File: src/rtl/core/cilp_pkg.sv
// shared types and constants for the c integer literal parser
// character codes, limits and the character class bundle; no dependencies
package cilp_pkg;

   localparam logic [7:0] CHAR_NUL    = 8'h00;
   localparam logic [7:0] CHAR_MINUS  = 8'h2D;
   localparam logic [7:0] CHAR_QUOTE  = 8'h27;
   localparam logic [7:0] CHAR_BSLASH = 8'h5C;
   localparam logic [7:0] CHAR_ZERO   = 8'h30;
   localparam logic [7:0] CHAR_LOW_X  = 8'h78;
   localparam logic [7:0] CHAR_LOW_A  = 8'h61;
   localparam logic [7:0] CHAR_LOW_B  = 8'h62;
   localparam logic [7:0] CHAR_LOW_F  = 8'h66;
   localparam logic [7:0] CHAR_LOW_N  = 8'h6E;
   localparam logic [7:0] CHAR_LOW_R  = 8'h72;
   localparam logic [7:0] CHAR_LOW_T  = 8'h74;
   localparam logic [7:0] CHAR_LOW_V  = 8'h76;
   localparam logic [7:0] PRINT_LO    = 8'd32;
   localparam logic [7:0] PRINT_HI    = 8'd127;
   localparam logic [7:0] LENGTH_MAX  = 8'hFF;

   // escape values
   localparam logic [3:0] ESC_VAL_A = 4'd7;
   localparam logic [3:0] ESC_VAL_B = 4'd8;
   localparam logic [3:0] ESC_VAL_F = 4'd12;
   localparam logic [3:0] ESC_VAL_N = 4'd10;
   localparam logic [3:0] ESC_VAL_R = 4'd13;
   localparam logic [3:0] ESC_VAL_T = 4'd9;
   localparam logic [3:0] ESC_VAL_V = 4'd11;

   localparam logic [1:0] ESC_DIGITS_MAX = 2'd3;

   typedef struct packed {
      logic       is_oct;
      logic       is_dec;
      logic       is_hex;
      logic [3:0] hex_val;
      logic       is_print;
   } char_class_type;

endpackage

File: src/rtl/core/cilp_char_class.sv
// character classifier: digit classes, hex digit value and printable check
// depends on cilp_pkg
module cilp_char_class (
   input  logic [7:0]              ch,
   output cilp_pkg::char_class_type cls
);
   import cilp_pkg::*;

   logic is_dec;
   logic is_lower_hex;
   logic is_upper_hex;

   always_comb begin
      is_dec       = (ch >= 8'h30) && (ch <= 8'h39);
      is_lower_hex = (ch >= 8'h61) && (ch <= 8'h66);
      is_upper_hex = (ch >= 8'h41) && (ch <= 8'h46);

      cls.is_dec   = is_dec;
      cls.is_oct   = (ch >= 8'h30) && (ch <= 8'h37);
      cls.is_hex   = is_dec || is_lower_hex || is_upper_hex;
      // letters a..f and A..F have low nibble 1..6
      cls.hex_val  = is_dec ? ch[3:0] : 4'(ch[3:0] + 4'd9);
      cls.is_print = (ch >= PRINT_LO) && (ch < PRINT_HI);
   end

endmodule

File: src/rtl/core/cilp_parser.sv
// token state machine: per character mode step, accumulator update and result
// depends on cilp_pkg
module cilp_parser #(
   parameter int VALUE_BITS = 32
) (
   input  logic                     clock,
   input  logic                     reset,
   input  logic                     step_en,
   input  logic                     start_req,
   input  logic [7:0]               ch,
   input  cilp_pkg::char_class_type cls,
   output logic                     emit,
   output logic [31:0]              value,
   output logic                     matched,
   output logic [7:0]               length
);
   import cilp_pkg::*;

   typedef enum logic [3:0] {
      M_IDLE,
      M_SIGN,
      M_ZERO,
      M_OCT,
      M_HEX0,
      M_HEX,
      M_DEC,
      M_QUOTE,
      M_ESC,
      M_ESC_OCT,
      M_CLOSE
   } mode_type;

   mode_type              mode_ff, mode_in;
   logic [VALUE_BITS-1:0] acc_ff, acc_in;
   logic                  neg_ff, neg_in;
   logic [7:0]            cnt_ff, cnt_in;
   logic [1:0]            esc_ff, esc_in;

   logic [VALUE_BITS-1:0] acc_b;
   logic                  neg_b;
   logic [7:0]            cnt_b;
   logic [7:0]            cnt_take;
   logic [1:0]            esc_b;
   logic [1:0]            esc_inc;
   logic [VALUE_BITS-1:0] acc_oct;
   logic [VALUE_BITS-1:0] acc_hex;
   logic [VALUE_BITS-1:0] acc_dec;
   logic [VALUE_BITS-1:0] mag;
   logic                  do_match;
   logic                  do_fail;
   logic                  begin_u;

   always_comb begin
      // a start mark clears the token state before the character is applied
      acc_b = start_req ? '0 : acc_ff;
      neg_b = start_req ? 1'b0 : neg_ff;
      cnt_b = start_req ? 8'd0 : cnt_ff;
      esc_b = start_req ? 2'd0 : esc_ff;

      cnt_take = (cnt_b == LENGTH_MAX) ? cnt_b : 8'(cnt_b + 8'd1);
      esc_inc  = 2'(esc_b + 2'd1);
      acc_oct  = {acc_b[VALUE_BITS-4:0], ch[2:0]};
      acc_hex  = {acc_b[VALUE_BITS-5:0], cls.hex_val};
      acc_dec  = (acc_b << 3) + (acc_b << 1) + VALUE_BITS'(ch[3:0]);

      mode_in  = mode_ff;
      acc_in   = acc_b;
      neg_in   = neg_b;
      cnt_in   = cnt_b;
      esc_in   = esc_b;
      do_match = 1'b0;
      do_fail  = 1'b0;
      begin_u  = 1'b0;

      if (start_req) begin
         if (ch == CHAR_MINUS) begin
            neg_in  = 1'b1;
            cnt_in  = cnt_take;
            mode_in = M_SIGN;
         end else begin
            begin_u = 1'b1;
         end
      end else begin
         unique case (mode_ff)
            M_SIGN: begin
               begin_u = 1'b1;
            end
            M_ZERO: begin
               if (ch == CHAR_LOW_X) begin
                  mode_in = M_HEX0;
                  cnt_in  = cnt_take;
               end else if (cls.is_oct) begin
                  acc_in  = VALUE_BITS'(ch[2:0]);
                  mode_in = M_OCT;
                  cnt_in  = cnt_take;
               end else begin
                  do_match = 1'b1;
               end
            end
            M_OCT: begin
               if (cls.is_oct) begin
                  acc_in = acc_oct;
                  cnt_in = cnt_take;
               end else begin
                  do_match = 1'b1;
               end
            end
            M_HEX0, M_HEX: begin
               if (mode_ff == M_HEX0 && ch == CHAR_NUL) begin
                  do_fail = 1'b1;
               end else if (cls.is_hex) begin
                  acc_in  = acc_hex;
                  mode_in = M_HEX;
                  cnt_in  = cnt_take;
               end else begin
                  do_match = 1'b1;
               end
            end
            M_DEC: begin
               if (cls.is_dec) begin
                  acc_in = acc_dec;
                  cnt_in = cnt_take;
               end else begin
                  do_match = 1'b1;
               end
            end
            M_QUOTE: begin
               if (ch == CHAR_BSLASH) begin
                  mode_in = M_ESC;
                  cnt_in  = cnt_take;
               end else if (ch == CHAR_QUOTE || !cls.is_print) begin
                  do_fail = 1'b1;
               end else begin
                  acc_in  = VALUE_BITS'(ch);
                  mode_in = M_CLOSE;
                  cnt_in  = cnt_take;
               end
            end
            M_ESC: begin
               if (ch == CHAR_NUL) begin
                  do_fail = 1'b1;
               end else begin
                  cnt_in  = cnt_take;
                  mode_in = M_CLOSE;
                  case (ch)
                     CHAR_LOW_A: acc_in = VALUE_BITS'(ESC_VAL_A);
                     CHAR_LOW_B: acc_in = VALUE_BITS'(ESC_VAL_B);
                     CHAR_LOW_F: acc_in = VALUE_BITS'(ESC_VAL_F);
                     CHAR_LOW_N: acc_in = VALUE_BITS'(ESC_VAL_N);
                     CHAR_LOW_R: acc_in = VALUE_BITS'(ESC_VAL_R);
                     CHAR_LOW_T: acc_in = VALUE_BITS'(ESC_VAL_T);
                     CHAR_LOW_V: acc_in = VALUE_BITS'(ESC_VAL_V);
                     default: begin
                        if (cls.is_oct) begin
                           acc_in  = VALUE_BITS'(ch[2:0]);
                           esc_in  = 2'd1;
                           mode_in = M_ESC_OCT;
                        end else begin
                           // any other escaped character stands for itself
                           acc_in = VALUE_BITS'(ch);
                        end
                     end
                  endcase
               end
            end
            M_ESC_OCT: begin
               if (cls.is_oct) begin
                  acc_in = acc_oct;
                  cnt_in = cnt_take;
                  esc_in = esc_inc;
                  if (esc_inc >= ESC_DIGITS_MAX) begin
                     mode_in = M_CLOSE;
                  end
               end else if (ch == CHAR_QUOTE) begin
                  cnt_in   = cnt_take;
                  do_match = 1'b1;
               end else begin
                  do_fail = 1'b1;
               end
            end
            M_CLOSE: begin
               if (ch == CHAR_QUOTE) begin
                  cnt_in   = cnt_take;
                  do_match = 1'b1;
               end else begin
                  do_fail = 1'b1;
               end
            end
            default: begin
               mode_in = M_IDLE;
            end
         endcase
      end

      // first character of the unsigned part
      if (begin_u) begin
         if (ch == CHAR_ZERO) begin
            mode_in = M_ZERO;
            cnt_in  = cnt_take;
         end else if (cls.is_dec) begin
            acc_in  = VALUE_BITS'(ch[3:0]);
            mode_in = M_DEC;
            cnt_in  = cnt_take;
         end else if (ch == CHAR_QUOTE) begin
            mode_in = M_QUOTE;
            cnt_in  = cnt_take;
         end else begin
            do_fail = 1'b1;
         end
      end

      if (do_match || do_fail) begin
         mode_in = M_IDLE;
      end

      mag     = neg_b ? (VALUE_BITS'(0) - acc_b) : acc_b;
      emit    = do_match || do_fail;
      matched = do_match;
      value   = do_match ? 32'(signed'(mag)) : 32'd0;
      length  = do_match ? cnt_in : 8'd0;
   end

   always_ff @(posedge clock) begin
      if (reset) begin
         mode_ff <= M_IDLE;
         acc_ff  <= '0;
         neg_ff  <= 1'b0;
         cnt_ff  <= 8'd0;
         esc_ff  <= 2'd0;
      end else if (step_en) begin
         mode_ff <= mode_in;
         acc_ff  <= acc_in;
         neg_ff  <= neg_in;
         cnt_ff  <= cnt_in;
         esc_ff  <= esc_in;
      end
   end

endmodule

File: src/rtl/core/c_integer_literal_parser_unit.sv
// c integer literal parser: one character per transaction, one result per token
// latency: a result reaches rsp after the deciding character has passed the input register and the result register
// throughput: one character per cycle while rsp does not stall, set by the single mode step in cilp_parser
// reset (synchronous, active high) empties the input and result registers and closes any token
// depends on cilp_pkg, cilp_char_class and cilp_parser
module c_integer_literal_parser_unit #(
   parameter int VALUE_BITS = 32
) (
   input  logic        clock,
   input  logic        reset,
   // character stream
   input  logic        req_tvalid,
   output logic        req_tready,
   input  logic [7:0]  req_tdata,   // [7:0] ch
   input  logic        req_tuser,   // [0] start_req
   // result stream
   output logic        rsp_tvalid,
   input  logic        rsp_tready,
   output logic [39:0] rsp_tdata,   // [31:0] value, [39:32] length
   output logic        rsp_tuser    // [0] matched
);
   import cilp_pkg::*;

   // input register
   logic       in_valid_ff;
   logic       in_start_ff;
   logic [7:0] in_ch_ff;

   // result register
   logic        rsp_valid_ff;
   logic [31:0] value_ff;
   logic        matched_ff;
   logic [7:0]  length_ff;

   logic           advance;
   char_class_type cls;
   logic           emit;
   logic [31:0]    value;
   logic           matched;
   logic [7:0]     length;

   // the held character steps the parser once the result slot is free or draining
   assign advance    = in_valid_ff && (!rsp_valid_ff || rsp_tready);
   // input register refills in the same cycle it is consumed
   assign req_tready = !in_valid_ff || advance;

   cilp_char_class u_class (
      .ch  (in_ch_ff),
      .cls (cls)
   );

   cilp_parser #(
      .VALUE_BITS (VALUE_BITS)
   ) u_parser (
      .clock     (clock),
      .reset     (reset),
      .step_en   (advance),
      .start_req (in_start_ff),
      .ch        (in_ch_ff),
      .cls       (cls),
      .emit      (emit),
      .value     (value),
      .matched   (matched),
      .length    (length)
   );

   always_ff @(posedge clock) begin
      if (reset) begin
         in_valid_ff <= 1'b0;
      end else if (req_tready) begin
         in_valid_ff <= req_tvalid;
      end
   end

   // payload of the input register needs no reset
   always_ff @(posedge clock) begin
      if (req_tready && req_tvalid) begin
         in_start_ff <= req_tuser;
         in_ch_ff    <= req_tdata;
      end
   end

   always_ff @(posedge clock) begin
      if (reset) begin
         rsp_valid_ff <= 1'b0;
      end else if (advance && emit) begin
         // a decided token loads the result register
         rsp_valid_ff <= 1'b1;
      end else if (rsp_tready) begin
         rsp_valid_ff <= 1'b0;
      end
   end

   always_ff @(posedge clock) begin
      if (advance && emit) begin
         value_ff   <= value;
         matched_ff <= matched;
         length_ff  <= length;
      end
   end

   assign rsp_tvalid = rsp_valid_ff;
   assign rsp_tdata  = {length_ff, value_ff};
   assign rsp_tuser  = matched_ff;

endmodule

File: config.mk
export PLATFORM = sky130hd
export DESIGN_NAME = c_integer_literal_parser_unit
export DESIGN_NICKNAME = d
export VERILOG_FILES = /design/src/rtl/core/cilp_pkg.sv /design/src/rtl/core/cilp_char_class.sv /design/src/rtl/core/cilp_parser.sv /design/src/rtl/core/c_integer_literal_parser_unit.sv
export SDC_FILE = /design/constraint.sdc
export NUM_CORES = 1
export LEC_CHECK = 0
export BUFFER_PORTS_ARGS = -buffer_cell sky130_fd_sc_hd__buf_2
export CELL_PAD_IN_SITES_DETAIL_PLACEMENT = 0
export CELL_PAD_IN_SITES_GLOBAL_PLACEMENT = 1
export CORE_MARGIN = 2
export CORE_UTILIZATION = 47
export CTS_CLUSTER_SIZE = 24
export DETAILED_ROUTE_END_ITERATION = 16
export PLACE_DENSITY = 0.92
export SETUP_SLACK_MARGIN = 0.3
export SYNTH_ARGS = -nofsm -noshare
export SYNTH_HDL_FRONTEND = slang
export SYNTH_SLANG_ARGS = --single-unit
export TNS_END_PERCENT = 5
File: constraint.sdc
create_clock -name clock -period 5.28 [get_ports clock]
set_input_delay 0.264 -clock clock [delete_from_list [all_inputs] [get_ports clock]]
set_output_delay 0.264 -clock clock [all_outputs]
set_load 0.01 [all_outputs]
==> results.py, run 1 <==
metrics = {
    "status": {
        "status": "completed",
    },
    "pwr": {
        "peakVddDrop_uv": 147,
        "power_per_cell_area_nw_per_um2": 169,
        "p_leak_nw": 3.80,
        "p_total_w": 0.00169,
    },
    "floorplanning": {
        "dieArea_um2": 20800,
        "pin_count": 56,
        "die_w_um": 144,
        "initial_utilization_pct": 47.7,
        "floorplan.core_area_um2": 19400,
        "die_span_in_y_um": 144,
        "rows": 51,
    },
    "sta": {
        "min_period_ns": 4.38,
        "worst-slew-pin-transition_ns": 0.909,
        "finalSetupTns_ns": 0,
        "fmax_mhz": 228,
        "period_share_pct": 83.0,
        "finalSetupViolations": 0,
        "slew_headroom_pct": 39.4,
        "drv_slew": 0,
        "whs_ns": 0.0702,
        "rsz0062_at_grt": "false",
        "skew_ns": 0.0132,
        "final-hold-violation-count": 0,
    },
    "logic_synthesis": {
        "synth_compound_area_share_pct": 29.3,
        "ys_top_cells_by_area": "sky130_fd_sc_hd__edfxtp_1 (16%), sky130_fd_sc_hd__dfxtp_1 (11%), sky130_fd_sc_hd__ha_1 (8.9%), sky130_fd_sc_hd__a21oi_1 (5.1%), sky130_fd_sc_hd__nor2_1 (4.8%)",
        "synthXorXnorAreaFrac_pct": 5.67,
        "postSynthCellCount": 1185,
        "count_of_different_cell_masters_after_synthesis": 82,
        "synth_nets": 1265,
        "synthMuxAreaShare_pct": 0.905,
        "edff_count_synth": 50,
        "synth_most_common_cell": "sky130_fd_sc_hd__nor2_1",
        "synth_simple_gate_area_share_pct": 23.1,
        "yosysSeqAreaShare_pct": 26.8,
        "fraction_of_the_mapped_netlist_area_in_adder_cells_pct": 9.13,
        "yosys_most_used_dff": "sky130_fd_sc_hd__edfxtp_1",
        "top_cell_types_by_occurrence_after_synthesis": "sky130_fd_sc_hd__nor2_1 (119), sky130_fd_sc_hd__nand2_1 (105), sky130_fd_sc_hd__a21oi_1 (95)",
        "synth_cell_area_um2": 9260,
        "netlist.area_leader.share_pct": 16.2,
        "largest_family_of_logic_cells_by_synthesized_area": "compound AO/OA/AOI/OAI gates",
        "synthesis.yosys.warnings": 0,
        "yosysTopAreaCell": "sky130_fd_sc_hd__edfxtp_1",
        "synth.avg_cell_area_um2": 7.82,
        "ys_seq_elements": 99,
        "async_set_or_reset_register_ratio_after_synthesis_pct": 0,
    },
    "global_route": {
        "grt_util_all_layers_pct": 28.6,
        "grt_overflow_total": 0,
        "first_global_vias": 8449,
        "grt_start_max_net_pins": 46,
        "wire_length_of_the_first_global_routing_pass_mm": 46.9,
        "antenna_found_initial": 0,
    },
    "placed_design": {
        "io_buffer_count": 55,
        "placed_cells_incl_taps": 1451,
        "placed_area_um2": 9730,
        "place_congestion": 1.01,
        "detailedPlacementHpwl_mm": 21.9,
    },
    "cts": {
        "cts_inserted_buffers": 9,
        "insertion_delay_ns": 0.37,
        "hold_buffers": 0,
        "post_cts_resize_count": 0,
        "tritoncts": "built",
        "cts_htree_levels": 3,
        "cts.clk_slew.worst_paths_ns": 0.08,
        "clock_sink_count": 99,
        "cts-root-to-sink-buffers": 2,
        "cts_root_buffer": "sky130_fd_sc_hd__clkbuf_16",
        "post-cts-setup-buffer-count": 0,
    },
    "cells_and_area": {
        "postLayoutCellArea_um2": 10000,
        "diode_insertion_count_for_antenna_repair": 0,
        "nNetsFinal": 1277,
        "areaGrowthSynthToFinish_pct": 8.31,
        "layout-drive-gt1-share_pct": 10.3,
        "post_layout_nonfiller_instances": 1467,
    },
    "setup_path": {
        "worst_ep_required_time_ns": 5.59,
        "crit_path_end_kind": "flip-flop",
        "timing.critical_path.from_type": "flip-flop",
        "setup.worst_path.class": "flip-flop to flip-flop",
        "cp.arrival_ns": 4.69,
        "worst-path-max-fanout": 45,
    },
    "min_path": {
        "hp-class": "input pin to flip-flop",
    },
    "drt": {
        "detailedRoute.firstPassIterationCount": 7,
        "vias": 9546,
        "wl_per_cell_um": 20.3,
        "finalWirelength_mm": 29.8,
        "drc_violations_left": 0,
        "number_of_vias_per_cell": 6.51,
        "dr.first_iter.drc_count": 1306,
        "ant_nets": 0,
    },
    "run": {
        "drv_cap": 0,
    },
}
==> routing by layer <==
layer	global-route usage [%]	wire, um	up-vias
li1	-	-	4480
met1	43.0	13400	4337
met2	40.0	12000	646
met3	6.62	3490	83
met4	9.45	829	0
met5	0	0	-
==> kinds of logic (layout without fill, tap and decap cells) <==
family / Yosys count / after routing
AOI/OAI and AO/OA: 402 / 402
xor gates and xnor gates: 60 / 60
adders and majority gates: 67 / 67
buffers and inverters: 119 / 136
DFF: 99 / 99
muxes: 8 / 8
and+or+nand+nor: 430 / 430
==> flip-flops by register name (all words and copies together) (netlist names), named ones only <==
name and cells:
u_parser.acc_ff 32, value_ff 32, in_ch_ff 8, length_ff 8
u_parser.cnt_ff 8, u_parser.mode_ff 4, u_parser.esc_ff 2, in_start_ff 1
in_valid_ff 1, rsp_tuser 1, rsp_tvalid 1
==> where the power goes <==
group | total, W | internal, W | switching (W)
combinational | 0.000176 | 0.0000576 | 0.000118
sequential | 0.000845 | 0.000824 | 0.0000210
clock | 0.000673 | 0.000334 | 0.000339
==> worst max-delay path, stage by stage (launching register included) <==
cell and delay, ns:
sky130_fd_sc_hd__edfxtp_1 0.43, sky130_fd_sc_hd__buf_4 0.29, sky130_fd_sc_hd__nor2b_1 0.55, sky130_fd_sc_hd__ha_1 0.35, sky130_fd_sc_hd__ha_1 0.40, sky130_fd_sc_hd__nand4_1 0.17
sky130_fd_sc_hd__or3_1 0.39, sky130_fd_sc_hd__o31ai_1 0.36, sky130_fd_sc_hd__a31oi_1 0.22, sky130_fd_sc_hd__o41ai_1 0.53, sky130_fd_sc_hd__or4bb_1 0.52, sky130_fd_sc_hd__nand3_1 0.09
==> placed cells by master (no fill, tap or decap), types with 24 or more instances in the layout <==
cell type,instances
sky130_fd_sc_hd__a21o_1,26
sky130_fd_sc_hd__ha_1,66
sky130_fd_sc_hd__nor3_1,33
sky130_fd_sc_hd__nand2_1,105
sky130_fd_sc_hd__o21ai_0,85
sky130_fd_sc_hd__nand3_1,37
sky130_fd_sc_hd__inv_1,39
sky130_fd_sc_hd__nor2b_1,30
sky130_fd_sc_hd__edfxtp_1,50
sky130_fd_sc_hd__a21oi_1,95
sky130_fd_sc_hd__buf_2,55
sky130_fd_sc_hd__nor2_1,118
sky130_fd_sc_hd__xnor2_1,27
sky130_fd_sc_hd__xor2_1,33
sky130_fd_sc_hd__dfxtp_1,49
sky130_fd_sc_hd__buf_4,24
==> per-stage QoR <==
stage | worst slack, ns | util, %
floorplan | 1.05 | -
global placement | 1.14 | 50.2
detailed placement | 1.07 | 50.2
CTS | 1.03 | 51.7
global route | 0.582 | 51.7
finish | 0.897 | 51.7
==> area by class of cell <==
type	instances	area, um^2
sequential	99	2480
clock inverter	7	72.6
tap	265	332
multi-input combinational	967	6310
inverter	41	154
timing repair buffer	79	455
clock buffer	9	225
fill	1887	9370
==> final timing paths <==
kind	slack [ns]	from	cells after the start	to
max	0.90	in_start_ff	11	u_parser.acc_ff[31]
min	0.07	req_tdata[6]	1	in_ch_ff[6]
max reg2reg	0.90	in_start_ff	11	u_parser.acc_ff[31]
min reg2reg	0.49	u_parser.esc_ff[0]	2	u_parser.esc_ff[0]
(Power assumes the default switching activity.)
==> run 2, diff against run 1 <==
==> constraint.sdc (replaced) <==
create_clock -name clock -period 4.1 [get_ports clock]
set_input_delay 0.205 -clock clock [delete_from_list [all_inputs] [get_ports clock]]
set_output_delay 0.205 -clock clock [all_outputs]
set_load 0.01 [all_outputs]
==> run 2 against run 1 <==
Clock power increased by 27%; clock-buffer cell count unchanged; total power increased by 29%; wire length increased by 4.1%; non-clock buffer count is 45 higher; critical endpoint unchanged; hold slack got worse by 0.058 ns; register-to-register slack lost 0.48 ns; combinational power rose by 43%; final cell count up 3.1%.
==> results.py, run 2 (synthesis gave the netlist of run 1 again) <==
metrics = {
    "status": {
        "status": "completed",
    },
    "cells_and_area": {
        "layout_commonest_cell": "sky130_fd_sc_hd__nor2_1",
        "reg.largest.list": "u_parser.acc_ff x32, value_ff x32",
        "postLayoutCellArea_um2": 10500,
        "nFillCells": 1892,
        "areaGrowthSynthToFinish_pct": 13.1,
        "area_used_by_multi_input_combinational_logic_um2": 6400,
        "layout.cells.most_common_list": "sky130_fd_sc_hd__nor2_1 (118), sky130_fd_sc_hd__nand2_1 (105), sky130_fd_sc_hd__a21oi_1 (93)",
        "ff_latch_area_um2": 2480,
        "diode_insertion_count_for_antenna_repair": 0,
        "post_layout_nonfiller_instances": 1512,
        "layout-drive-gt1-share_pct": 15.0,
        "nNetsFinal": 1322,
    },
    "floorplanning": {
        "rows": 51,
        "initial_utilization_pct": 47.7,
        "pin_count": 56,
        "floorplan.core_area_um2": 19400,
        "dieArea_um2": 20800,
        "die_w_um": 144,
        "die_span_in_y_um": 144,
    },
    "sta": {
        "rsz0062_at_grt": "true",
        "finalSetupViolations": 0,
        "drv_slew": 0,
        "finalSetupTns_ns": 0,
        "min_period_ns": 3.68,
        "slew_headroom_pct": 36.8,
        "whs_ns": 0.0121,
        "final-hold-violation-count": 0,
        "worst-slew-pin-transition_ns": 0.947,
        "period_share_pct": 89.8,
        "fmax_mhz": 272,
        "skew_ns": 0.00758,
    },
    "drt": {
        "drc_violations_left": 0,
        "dr_wl_met3_mm": 3.31,
        "detailedRoute.firstPassIterationCount": 7,
        "wirelength_met1_mm": 13.8,
        "dr.first_iter.drc_count": 1367,
        "routed.top_layer": "met4",
        "ant_nets": 0,
        "number_of_vias_per_cell": 6.49,
        "route.met2.wl_mm": 12.9,
        "wl_per_cell_um": 20.5,
        "finalWirelength_mm": 31.0,
        "vias": 9811,
    },
    "pwr": {
        "power_switching_w": 0.000616,
        "clock_network_fraction_of_total_power_pct": 39.0,
        "switching_share_pct": 28.2,
        "share_comb_of_total_power_pct": 11.5,
        "intPower_w": 0.00157,
        "p_total_w": 0.00219,
        "pwr-share-seq_pct": 49.5,
        "peakVddDrop_uv": 200,
        "p_leak_nw": 4.03,
        "power_per_cell_area_nw_per_um2": 209,
    },
    "setup_path": {
        "worst-path-max-fanout": 22,
        "setup.worst_path.class": "flip-flop to flip-flop",
        "worst_ep_required_time_ns": 4.40,
        "timing.critical_path.from_type": "flip-flop",
        "cp.arrival_ns": 3.98,
        "crit_path_end_kind": "flip-flop",
    },
    "cts": {
        "cts_htree_levels": 3,
        "cts_root_buffer": "sky130_fd_sc_hd__clkbuf_16",
        "clock_sink_count": 99,
        "insertion_delay_ns": 0.36,
        "hold_buffers": 0,
        "cts_inserted_buffers": 9,
        "tritoncts": "built",
        "cts-root-to-sink-buffers": 2,
        "cts.clk_slew.worst_paths_ns": 0.08,
    },
    "run": {
        "drv_cap": 0,
    },
    "global_route": {
        "first_global_vias": 8921,
        "wire_length_of_the_first_global_routing_pass_mm": 49.2,
        "grt_overflow_total": 0,
        "antenna_found_initial": 0,
        "grt_start_max_net_pins": 43,
        "grt_util_all_layers_pct": 30.0,
    },
    "placed_design": {
        "placed_cells_incl_taps": 1495,
        "placed_area_um2": 10100,
        "detailedPlacementHpwl_mm": 23.4,
        "io_buffer_count": 55,
        "place_congestion": 1.03,
    },
    "min_path": {
        "hp-class": "input pin to flip-flop",
    },
}
run 2: cell count changes in the layout (fill, tap and decap cells not counted), sizes merged:
cell and change:
buf +45
run 2: worst paths after layout:
path	end	cells after the start	slack [ns]	from
worst max-delay path	u_parser.acc_ff[31]	13	0.42	in_start_ff
worst max register to register	u_parser.acc_ff[31]	13	0.42	in_start_ff
worst min-delay path	in_ch_ff[5]	1	0.01	req_tdata[5]
worst min register to register	u_parser.esc_ff[0]	2	0.49	u_parser.esc_ff[0]
run 2: metal layers:
metal  global-route usage, %  vias up
li1                        -     4565
met5                       0        -
met3                    7.38       78
met2                    42.9      565
met1                    44.1     4603
met4                    9.45        0
run 2: power by group through the flow:
stage          clock network, W  registers [W]  logic [W]
2_1_floorplan                 0        0.00110   0.000151
3_3_place_gp                  0        0.00111   0.000235
3_5_place_dp                  0        0.00111   0.000238
4_1_cts                0.000861        0.00108   0.000243
5_1_grt                0.000893        0.00109   0.000271
6_report               0.000852        0.00108   0.000252
run 2: area by class of cell:
| class | count | share of cell area (%) |
|---|---|---|
| timing repair buffer | 124 | 7.85 |
| inverter | 41 | 1.47 |
| clock inverter | 7 | 0.562 |
| sequential | 99 | 23.7 |
| tap | 265 | 3.17 |
| multi-input combinational | 967 | 61.1 |
| clock buffer | 9 | 2.15 |
run 2: through the flow:
step | utilization, % | setup WS [ns]
3_5_place_dp | 52.0 | 0.162
6_report | 54.0 | 0.417
2_1_floorplan | - | 0.316
5_1_grt | 54.0 | 0.291
4_1_cts | 53.6 | 0.333
3_3_place_gp | 52.0 | 0.268
run 2: repair_timing:
item / in CTS / in global routing
endpoints found under the setup margin: 6 / 11
cloned: 0 / 0
resized for setup: 0 / 21
pin swaps: 0 / 2
setup buffers: 1 / 0
run 2: critical path: stages, from the launching register on:
cell and delay [ns]:
sky130_fd_sc_hd__edfxtp_1 0.42, sky130_fd_sc_hd__buf_12 0.17, sky130_fd_sc_hd__buf_6 0.17, sky130_fd_sc_hd__nand2b_1 0.17, sky130_fd_sc_hd__inv_1 0.11, sky130_fd_sc_hd__ha_1 0.24
sky130_fd_sc_hd__ha_1 0.41, sky130_fd_sc_hd__nand4_1 0.19, sky130_fd_sc_hd__or3_1 0.45, sky130_fd_sc_hd__o31ai_4 0.24, sky130_fd_sc_hd__a31oi_1 0.17, sky130_fd_sc_hd__o41ai_2 0.27
sky130_fd_sc_hd__or4bb_1 0.51, sky130_fd_sc_hd__nand3_1 0.09
